--- config.mk ---
export PLATFORM = sky130hd
export DESIGN_NAME = timestamp_ordered_message_queue
export DESIGN_NICKNAME = d
export VERILOG_FILES = /design/src/design/tomq_pkg.sv /design/src/design/tomq_cell.sv /design/src/design/timestamp_ordered_message_queue.sv
export SDC_FILE = /design/constraint.sdc
export NUM_CORES = 2
export LEC_CHECK = 0
export BUFFER_PORTS_ARGS = -buffer_cell sky130_fd_sc_hd__buf_2
export CAP_MARGIN = 20
export CORE_MARGIN = 3
export CORE_UTILIZATION = 37
export DETAILED_ROUTE_END_ITERATION = 8
export PLACE_DENSITY = 0.62
export SLEW_MARGIN = 20
export SYNTH_ARGS = -nofsm -noshare
export SYNTH_HDL_FRONTEND = slang
export SYNTH_SLANG_ARGS = --single-unit
--- constraint.sdc ---
create_clock -name clock -period 8 [get_ports clock]
set_clock_uncertainty 0.05 [all_clocks]
set_input_delay 1.6 -clock clock [delete_from_list [all_inputs] [get_ports clock]]
set_output_delay 1.6 -clock clock [all_outputs]
set_load 0.05 [all_outputs]
--- src/design/tomq_pkg.sv ---
// Shared types and codes for the timestamp ordered message queue.
`default_nettype none

package tomq_pkg;

   localparam int RSP_COUNT_WIDTH = 5;
   localparam int STATUS_WIDTH = 2;

   localparam logic MODE_INSERT = 1'b0;
   localparam logic MODE_POP = 1'b1;

   localparam logic [STATUS_WIDTH-1:0] STATUS_OK = 2'd0;
   localparam logic [STATUS_WIDTH-1:0] STATUS_FULL = 2'd1;
   localparam logic [STATUS_WIDTH-1:0] STATUS_EMPTY = 2'd2;

   typedef struct packed {
      logic ins;
      logic pop;
   } cell_cmd_type;

endpackage

`default_nettype wire

--- src/design/tomq_cell.sv ---
// One sorted queue cell holding a single entry and shifting with its neighbors.
`default_nettype none

module tomq_cell #(
   parameter int TS_WIDTH = 32,
   parameter int HOST_WIDTH = 8,
   parameter int TAG_WIDTH = 16
) (
   input  wire                       clock,
   input  tomq_pkg::cell_cmd_type    cmd,
   input  wire                       occupied,
   input  wire  [TS_WIDTH-1:0]       new_ts,
   input  wire  [HOST_WIDTH-1:0]     new_host,
   input  wire  [TAG_WIDTH-1:0]      new_tag,
   input  wire                       left_takes,
   input  wire  [TS_WIDTH-1:0]       left_ts,
   input  wire  [HOST_WIDTH-1:0]     left_host,
   input  wire  [TAG_WIDTH-1:0]      left_tag,
   input  wire  [TS_WIDTH-1:0]       right_ts,
   input  wire  [HOST_WIDTH-1:0]     right_host,
   input  wire  [TAG_WIDTH-1:0]      right_tag,
   output logic                      takes_new,
   output logic [TS_WIDTH-1:0]       slot_ts_ff,
   output logic [HOST_WIDTH-1:0]     slot_host_ff,
   output logic [TAG_WIDTH-1:0]      slot_tag_ff,
   output logic [TS_WIDTH-1:0]       slot_ts_in,
   output logic [HOST_WIDTH-1:0]     slot_host_in,
   output logic [TAG_WIDTH-1:0]      slot_tag_in
);
   import tomq_pkg::*;

   logic key_not_above;

   always_comb begin
      key_not_above = (new_ts < slot_ts_ff) ||
                      ((new_ts == slot_ts_ff) && (new_host <= slot_host_ff));
      takes_new = !occupied || key_not_above;
      slot_ts_in = slot_ts_ff;
      slot_host_in = slot_host_ff;
      slot_tag_in = slot_tag_ff;
      if (cmd.ins) begin
         if (left_takes) begin
            slot_ts_in = left_ts;
            slot_host_in = left_host;
            slot_tag_in = left_tag;
         end else if (takes_new) begin
            slot_ts_in = new_ts;
            slot_host_in = new_host;
            slot_tag_in = new_tag;
         end
      end else if (cmd.pop) begin
         slot_ts_in = right_ts;
         slot_host_in = right_host;
         slot_tag_in = right_tag;
      end
   end

   always_ff @(posedge clock) begin
      slot_ts_ff <= slot_ts_in;
      slot_host_ff <= slot_host_in;
      slot_tag_ff <= slot_tag_in;
   end

endmodule

`default_nettype wire

--- src/design/timestamp_ordered_message_queue.sv ---
// Top level of the timestamp ordered message queue built from a row of cells.
//
// A request transfer on the req_ channel carries an operation in req_tuser
// (0 inserts the message in req_tdata, 1 pops the head entry). Entries stay
// sorted by timestamp, then host id; an insert goes ahead of equal keys.
// Each request produces exactly one response transfer on the rsp_ channel
// with the new head entry, the entry count and a status (0 ok, 1 insert
// dropped because the queue is full, 2 pop on an empty queue).
// Every cell compares the new key with its own entry and shifts in the same
// cycle, so one request is taken per cycle while req_tready is high; its
// response is registered and visible in the cycle after the request transfer.
// The response register frees the request side: a new request is taken
// whenever the response register is empty or is being taken in the same
// cycle. While rsp_tready stays low the response holds and req_tready drops.
// Reset empties the queue and clears the response valid flag; entry data is
// not cleared, since only occupied cells are ever read.
`default_nettype none

module timestamp_ordered_message_queue #(
   parameter int DEPTH = 16,
   parameter int TS_WIDTH = 32,
   parameter int HOST_WIDTH = 8,
   parameter int TAG_WIDTH = 16,
   localparam int REQ_DATA_WIDTH = ((TS_WIDTH + HOST_WIDTH + TAG_WIDTH + 7) / 8) * 8,
   localparam int RSP_DATA_WIDTH =
      ((TS_WIDTH + HOST_WIDTH + TAG_WIDTH + tomq_pkg::RSP_COUNT_WIDTH + 7) / 8) * 8,
   localparam int RSP_USER_WIDTH = 1 + tomq_pkg::STATUS_WIDTH
) (
   input  wire                       clock,
   input  wire                       reset,
   input  wire                       req_tvalid,
   output logic                      req_tready,
   // msg_timestamp, msg_host, msg_tag
   input  wire  [REQ_DATA_WIDTH-1:0] req_tdata,
   // mode
   input  wire                       req_tuser,
   output logic                      rsp_tvalid,
   input  wire                       rsp_tready,
   // head_timestamp, head_host, head_tag, entry_count
   output logic [RSP_DATA_WIDTH-1:0] rsp_tdata,
   // head_valid, status
   output logic [RSP_USER_WIDTH-1:0] rsp_tuser
);
   import tomq_pkg::*;

   localparam int CW = $clog2(DEPTH + 1);
   localparam int ENTRY_WIDTH = TS_WIDTH + HOST_WIDTH + TAG_WIDTH;

   logic [TS_WIDTH-1:0]   new_ts;
   logic [HOST_WIDTH-1:0] new_host;
   logic [TAG_WIDTH-1:0]  new_tag;
   logic                  accept;
   logic                  full;
   logic                  empty;
   cell_cmd_type          cmd;
   logic [CW-1:0]         count_ff;
   logic [CW-1:0]         count_in;
   logic [STATUS_WIDTH-1:0] status;

   logic                  takes_new [DEPTH];
   logic [TS_WIDTH-1:0]   slot_ts_ff [DEPTH];
   logic [HOST_WIDTH-1:0] slot_host_ff [DEPTH];
   logic [TAG_WIDTH-1:0]  slot_tag_ff [DEPTH];
   logic [TS_WIDTH-1:0]   slot_ts_in [DEPTH];
   logic [HOST_WIDTH-1:0] slot_host_in [DEPTH];
   logic [TAG_WIDTH-1:0]  slot_tag_in [DEPTH];

   logic                      rsp_valid_ff;
   logic                      rsp_valid_in;
   logic [RSP_DATA_WIDTH-1:0] rsp_data_ff;
   logic [RSP_DATA_WIDTH-1:0] rsp_data_in;
   logic [RSP_USER_WIDTH-1:0] rsp_user_ff;
   logic [RSP_USER_WIDTH-1:0] rsp_user_in;
   logic [ENTRY_WIDTH-1:0]    head;

   assign new_ts = req_tdata[TS_WIDTH-1:0];
   assign new_host = req_tdata[TS_WIDTH+HOST_WIDTH-1:TS_WIDTH];
   assign new_tag = req_tdata[ENTRY_WIDTH-1:TS_WIDTH+HOST_WIDTH];

   assign req_tready = !rsp_valid_ff || rsp_tready;
   assign accept = req_tvalid && req_tready;
   assign full = (count_ff == CW'(DEPTH));
   assign empty = (count_ff == '0);

   always_comb begin
      cmd.ins = accept && (req_tuser == MODE_INSERT) && !full;
      cmd.pop = accept && (req_tuser == MODE_POP) && !empty;
      status = STATUS_OK;
      if (req_tuser == MODE_INSERT && full) begin
         status = STATUS_FULL;
      end else if (req_tuser == MODE_POP && empty) begin
         status = STATUS_EMPTY;
      end
      count_in = count_ff;
      if (cmd.ins) begin
         count_in = count_ff + CW'(1);
      end else if (cmd.pop) begin
         count_in = count_ff - CW'(1);
      end
   end

   for (genvar i = 0; i < DEPTH; i++) begin : g_cell
      logic                  occupied;
      logic                  left_takes;
      logic [TS_WIDTH-1:0]   left_ts;
      logic [HOST_WIDTH-1:0] left_host;
      logic [TAG_WIDTH-1:0]  left_tag;
      logic [TS_WIDTH-1:0]   right_ts;
      logic [HOST_WIDTH-1:0] right_host;
      logic [TAG_WIDTH-1:0]  right_tag;

      assign occupied = (CW'(i) < count_ff);

      if (i == 0) begin : g_first
         assign left_takes = 1'b0;
         assign left_ts = new_ts;
         assign left_host = new_host;
         assign left_tag = new_tag;
      end else begin : g_inner
         assign left_takes = takes_new[i-1];
         assign left_ts = slot_ts_ff[i-1];
         assign left_host = slot_host_ff[i-1];
         assign left_tag = slot_tag_ff[i-1];
      end

      if (i == DEPTH - 1) begin : g_last
         assign right_ts = slot_ts_ff[i];
         assign right_host = slot_host_ff[i];
         assign right_tag = slot_tag_ff[i];
      end else begin : g_body
         assign right_ts = slot_ts_ff[i+1];
         assign right_host = slot_host_ff[i+1];
         assign right_tag = slot_tag_ff[i+1];
      end

      tomq_cell #(
         .TS_WIDTH(TS_WIDTH),
         .HOST_WIDTH(HOST_WIDTH),
         .TAG_WIDTH(TAG_WIDTH)
      ) u_cell (
         .clock(clock),
         .cmd(cmd),
         .occupied(occupied),
         .new_ts(new_ts),
         .new_host(new_host),
         .new_tag(new_tag),
         .left_takes(left_takes),
         .left_ts(left_ts),
         .left_host(left_host),
         .left_tag(left_tag),
         .right_ts(right_ts),
         .right_host(right_host),
         .right_tag(right_tag),
         .takes_new(takes_new[i]),
         .slot_ts_ff(slot_ts_ff[i]),
         .slot_host_ff(slot_host_ff[i]),
         .slot_tag_ff(slot_tag_ff[i]),
         .slot_ts_in(slot_ts_in[i]),
         .slot_host_in(slot_host_in[i]),
         .slot_tag_in(slot_tag_in[i])
      );
   end

   always_comb begin
      head = '0;
      if (count_in != '0) begin
         head = {slot_tag_in[0], slot_host_in[0], slot_ts_in[0]};
      end
      rsp_valid_in = rsp_valid_ff;
      rsp_data_in = rsp_data_ff;
      rsp_user_in = rsp_user_ff;
      if (accept) begin
         rsp_valid_in = 1'b1;
         rsp_data_in = RSP_DATA_WIDTH'({RSP_COUNT_WIDTH'(count_in), head});
         rsp_user_in = {status, (count_in != '0)};
      end else if (rsp_tready) begin
         rsp_valid_in = 1'b0;
      end
   end

   always_ff @(posedge clock) begin
      if (reset) begin
         count_ff <= '0;
         rsp_valid_ff <= 1'b0;
      end else begin
         count_ff <= count_in;
         rsp_valid_ff <= rsp_valid_in;
      end
      rsp_data_ff <= rsp_data_in;
      rsp_user_ff <= rsp_user_in;
   end

   assign rsp_tvalid = rsp_valid_ff;
   assign rsp_tdata = rsp_data_ff;
   assign rsp_tuser = rsp_user_ff;

endmodule

`default_nettype wire

After elaboration in Yosys (flattened, before gate mapping)
Cells that the tools add are included.
Storage, ports and cells
  bits in read-only memories: 0
  input bits: 61
  logic and storage cells: 419
  memories: 0
  register bits: 966
  output and inout port bits: 69
  RAM bits: 0
  latch bits: 0
Cells by class
  magnitude comparators: 48
  div/mod/pow operators: 0
  shift-type cells: 0
  eq/ne operators: 31
  multipliers: 0
  reductions and logical operators: 95
  bitwise logic cells: 1
  mux-type cells: 188
  add/sub/neg operators: 2
Operators by type and width (count)
  $mux 32: 61
  $mux 16: 61
  $eq 32x32->1: 16
  $lt 32x32->1: 16
  $mux 8: 61
  $le 8x8->1: 16
  $ne 3x1->1 const B: 14
  $lt 4x5->1 const A: 8
  $logic_or 1x1->1: 33
  $reduce_and 2->1: 15
  $logic_and 1x1->1: 23
  $lt 3x5->1 const A: 4
  $logic_not 1->1: 19
  $lt 1x5->1 const A: 2
  $lt 2x5->1 const A: 2
  $mux 5: 2
  $reduce_bool 2->1: 3
  $add 5x1->5 const B: 1
  $eq 5x5->1 const B: 1
  $logic_not 5->1: 1
  $reduce_bool 5->1: 1
  $sub 5x1->5 const B: 1
  $mux 1: 2
  $mux 2: 1
  $not 1->1: 1

Longest topological paths before layout
  word-level depth: 8
  mapped depth: 13
  depth with buffers taken out: 9

By module
From an unflattened synthesis, not the netlist that was laid out.
Second synthesis, totals
  cell total of the unflattened synthesis: 9444
  area total of the unflattened synthesis: 70766.6 µm²
By module, submodules not included
  tomq_cell at g_cell[0].u_cell ...: sequential area each 1121.1 µm², area an instance 4165.2 µm², cells each 587, instances 13
  tomq_cell at g_cell[7].u_cell ...: sequential area each 1121.1 µm², area an instance 4440.5 µm², cells each 525, instances 3
  timestamp_ordered_message_queue: sequential area each 2042.0 µm², area an instance 3296.9 µm², cells each 238, instances 1

Least setup slack after synthesis
No wires, ideal clock.
  path type: in2reg
  start point: input req_tdata[0]
  end point: register g_cell[14].u_cell.slot_host_ff[0], enable pin
  setup slack: 0.793 ns
  stages: 11
  data required time: 7.447 ns
  path buffers: 2
  arrival time: 6.653 ns
  setup time: 0.503 ns
  cell sequence: inv_1 -> ha_1 -> nor2b_1 -> o211ai_1 -> a21oi_1 -> a211oi_1 -> o211a_1 -> clkbuf_1 -> clkbuf_1 -> a21oi_1 -> a31oi_1
On the way
  longest elaborated chain between the ends: 6
  elaborated cells between the ends (all ways): 12
  classes of those cells: order compare (2); eq/ne (3); reduce/logical (7)
Ends and longest elaborated chain
  from (decl): RTL line timestamp_ordered_message_queue.sv:34  | input wire [REQ_DATA_WIDTH-1:0] req_tdata,
  branches (longest 4 deep; another with $lt 32x32->1)
  $ne 3x1->1 (no source line) *
  $reduce_and 2->1 (no source line) *
  to (signal assigned): RTL line tomq_cell.sv:60  | slot_host_ff <= slot_host_in;
  to (decl): RTL line tomq_cell.sv:24  | output logic [HOST_WIDTH-1:0] slot_host_ff,
Every way passes the cells marked *.
A chain may end at the register's enable or synchronous reset.

Worst setup path in the final report
  start point: input req_tdata[29]
  end point: register g_cell[4].u_cell.slot_ts_ff[9], enable pin
On the way
  longest elaborated chain between the ends: 6
  elaborated cells between the ends (all ways): 12
  classes of those cells: order compare (2); eq/ne (3); reduce/logical (7)
Ends and longest elaborated chain
  branches (longest 4 deep; another with $lt 32x32->1)
  $ne 3x1->1 (no source line) *
  $reduce_and 2->1 (no source line) *
  to (signal assigned): RTL line tomq_cell.sv:59  | slot_ts_ff <= slot_ts_in;
  to (decl): RTL line tomq_cell.sv:23  | output logic [TS_WIDTH-1:0] slot_ts_ff,
Marked as above.

==> reports/summary.md <==
The minimum clock period after layout is 5.86 ns. The width of the die is 447 um, and the number of sinks handled by clock tree synthesis is 966. The signal on the critical path passes through buf_2 > ha_1 > nand4_1 > nor3_1 > or3b_1 > nor3_1 > a21o_2 > buf_4 > a21oi_1 > a31oi_4 > buf_4. The global-route congestion overflow total is 0. The tools report the clock tree root buffer cell as clkbuf_16.

The max-slew violation count was 0; the number of library cell types mapped by synthesis was 81. The mapped netlist covers 72000 um2. The total CTS buffers is 114. The die area came out at 200000 um2. Sequential cells were found to cover 39.5% of the synthesized design area.

The hold violation count in the final report was 0. The logs give 0 for the final routed DRC violation total and 20.7% for the tightest slew margin relative to the limit. Setup repair after global routing left no endpoint under its margin.

Total number of placement rows: 161. Of all nets on the critical path, the largest fanout is 57. During synthesis, Yosys emitted a total of 0 warnings.

The register clock-pin slew on the reported worst setup and hold paths is 0.06 ns, and the number of setup buffers added after CTS is 0. Yosys mapped a number of flops with a built-in enable equal to 904. The worst setup path is of the in2reg kind. The final route contains 67.0k vias. The detailed-route wire length per cell came out at 26.4 um. From synthesis to final layout, the design area changed by 8.83%. Setup violations remaining at the end of the flow were counted as 0.

Cells fill 40.6% of the core in the end. Worst-margin pin slew: 1.18 ns. Counting flops and latches in the post-synthesis netlist gives 966.

Maximum resistive drop on vdd: 0.000179 V. For this run, the total global-route usage over all layers was measured as 26.3%. The H-tree was split into 3 levels.

The port buffer count is 126, and the xor/xnor share of the synthesized area is 0.0574%. Once the floorplan was initialized, standard cells occupied 37.3% of the core. After legalization and detailed placement, the total HPWL measured 191000 um.

The number of violations reported at the end of detailed-routing iteration 0 came out at 7529. The tools report the number of buffers on the longest clock path as 3. The post-synthesis share of cell area spent on full adders, half adders and majority gates is 11.2%, and the overall power of the completed layout is 17.9 mW. The flow ran to the end, and the final reports show no timing, DRC or antenna violations.

The logs give 16 for the number of antenna violations at the first check in global routing and 0.920 for the final estimated routing congestion in global placement. The largest stage delay on the critical path was 0.68 ns. The min-delay analysis places its worst path in the category reg2reg. For the number of nets in the final layout, the log shows 8391. The worst setup path is captured at a register. The final-layout setup total negative slack is 0 ns. The largest delay contributor family on the critical path is buffers and inverters.

The achievable clock frequency was 171 MHz. The leakage power figure was 30.6 nW; the aggregate routed wire length was 272000 um. The first global-routing pass estimated 411000 um of wire.

The power per unit of standard cell area came out at 228 nW/um2. The average footprint of a synthesized cell was 8.94 um2. Measured against the total synthesized area, the mux share comes to 0.988%.

In the layout the commonest cells are 996 x nand2_1, 904 x edfxtp_1, 643 x ha_1. The worst setup path is launched from a primary input. For this design, the CTS-stage hold fixing added 0 buffers. Number of global-route vias before repair: 66.0k. Floorplan die height: 447 um. Data on the critical path is required at its endpoint by 8.32 ns. After clock tree synthesis, the repair step resized 0 gates.

Once detail routing completed, the nets flagged for antenna violations numbered 0. After synthesis, the largest family of logic cells by area is compound AO/OA/AOI/OAI gates. The later pin in the worst-skew pair is clocked with a latency of 0.76 ns. The tools report the I/O pin total as 130. The most common cell after layout, fill and taps aside is nand2_1. In the final layout, the share of cells above drive strength 1 is 7.73%. TritonCTS built the clock tree.

Across the run, the number of max-cap violations was 0. Of the total synthesized cell area, the portion taken by AND, OR, NAND and NOR gates is 17.7%. The synthesized netlist devotes 23.0% of its cell area to compound gates. The data arrival time of the critical path is 6.18 ns.

The cell with the largest stage delay on the worst path was nor3_1. The detail-routed via count per cell works out to 6.50. Counting both buffers and inverters, the worst setup path holds a total of 3. The final cycle utilization of the critical path came out at 73.2%.

Largest net degree at the start of global routing: 188. The pre-antenna-repair detailed-routing pass consisted of 6 iterations. The share of synthesized flip-flops with an asynchronous set or reset was 0%; the area inside the core boundary was 193000 um2. In the synthesized netlist the dominant register cell turns out to be edfxtp_1. Synthesis produced a netlist whose cell count is 8049.
[path summary, 6_finish.rpt]
kind,start,endpoint,slack (ns),cells past startpoint
worst max-delay path,req_tdata[29],g_cell[4].u_cell.slot_ts_ff[9],2.14,11
worst min-delay path,g_cell[2].u_cell.slot_tag_ff[3],g_cell[1].u_cell.slot_tag_ff[3],0.53,2
worst max register to register,count_ff[0],g_cell[6].u_cell.slot_host_ff[7],2.91,9
worst min register to register,g_cell[2].u_cell.slot_tag_ff[3],g_cell[1].u_cell.slot_tag_ff[3],0.53,2
[final cells by class]
type,instances,area [um2]
Antenna cell,3,7.51
Clock buffer,148,3200
Clock inverter,64,636
Fill cell,19000,115000
Inverter,638,2390
Multi-Input combinational cell,5704,38700
Sequential cell,966,28400
Tap cell,2526,3160
Timing Repair Buffer,263,1850
[synth_stat cells (9+ instances only)]
cell	count	area [um2]
a211oi_1	369	2770
a21boi_0	31	233
a21boi_1	13	97.6
a21o_1	109	818
a21oi_1	362	1810
a221o_1	58	581
a22oi_1	38	285
a2bb2oi_1	131	1150
a31oi_1	113	707
a41oi_1	25	219
and2_1	61	382
and3_1	22	138
and4_1	15	131
buf_1	70	263
buf_2	103	515
buf_4	9	67.6
buf_6	18	203
clkbuf_1	543	2040
dfxtp_1	62	1240
edfxtp_1	904	27100
ha_1	643	8050
inv_1	638	2390
mux2_2	56	631
nand2_1	999	3750
nand2b_1	10	62.6
nand3_1	305	1530
nand4_1	163	1020
nor2_1	110	413
nor2b_1	44	275
nor3_1	358	1790
nor4_1	10	62.6
o211ai_1	306	2300
o21a_1	17	128
o21ai_0	326	1630
o21ai_1	11	55.1
o21ai_2	9	78.8
o221ai_1	39	342
o22ai_1	232	1450
o311ai_0	82	718
o311ai_1	32	280
o31a_1	40	350
or3_1	471	2950
[worst reg2reg max path: cells and delay by family, from the launching register on]
family / cells / cell delay, ns
AND/OR/NAND/NOR: 4 / 1.88
flip-flops: 1 / 0.80
adder cells (fa/ha/maj): 1 / 0.36
buffers and inverters: 3 / 1.64
AO/OA/AOI/OAI: 1 / 0.13
[stage by stage]
| step | std cells | area [um2] | setup slack [ns] | hold WS [ns] |
|---|---|---|---|---|
| 6_report | 10300 | 78300 | 2.14 | 0.529 |
| 5_1_grt | 10300 | 78300 | 1.96 | 0.556 |
| 4_1_cts | 10300 | 78200 | 2.32 | 0.531 |
| 3_5_place_dp | 10100 | 74400 | 1.52 | 0.515 |
| 3_3_place_gp | 10100 | 74400 | 1.53 | 0.509 |
| 2_1_floorplan | 8051 | 72000 | 0.793 | 0.490 |
[layer usage]
layer / up-vias / global-route usage, % / part of all wire [%]
li1: 29800 / - / -
met4: 4 / 15.7 / 6.8
met3: 844 / 3.24 / 6.7
met5: - / 0 / 0.0077
met1: 32900 / 33.0 / 39
met2: 3445 / 43.5 / 48
[kinds of logic (layout without fill, tap and decap cells)]
logic type / count (synthesis) / in the layout
simple gates: 2594 / 2594
fa+ha+maj: 643 / 643
buf+inv: 1381 / 1113
other cells: 1 / 6
compound gates: 2397 / 2397
xor+xnor: 3 / 3
flops: 966 / 966
mux: 64 / 64
[sequential cells by signal, summed over array words and instances (netlist names)]
signal / count
count_ff: 5
g_cell.u_cell.slot_host_ff: 128
rsp_tvalid: 1
g_cell.u_cell.slot_ts_ff: 512
rsp_tdata: 61
g_cell.u_cell.slot_tag_ff: 256
rsp_tuser: 3
[power breakdown]
part / total (mW) / switching, mW / leakage [nW] / internal (mW)
Sequential: 6.97 / 0.467 / 9.08 / 6.51
Combinational: 5.34 / 3.76 / 19.6 / 1.57
Clock: 5.56 / 2.35 / 1.91 / 3.21
Total: 17.9 / 6.58 / 30.6 / 11.3
Power figures use the tool's default switching activity.
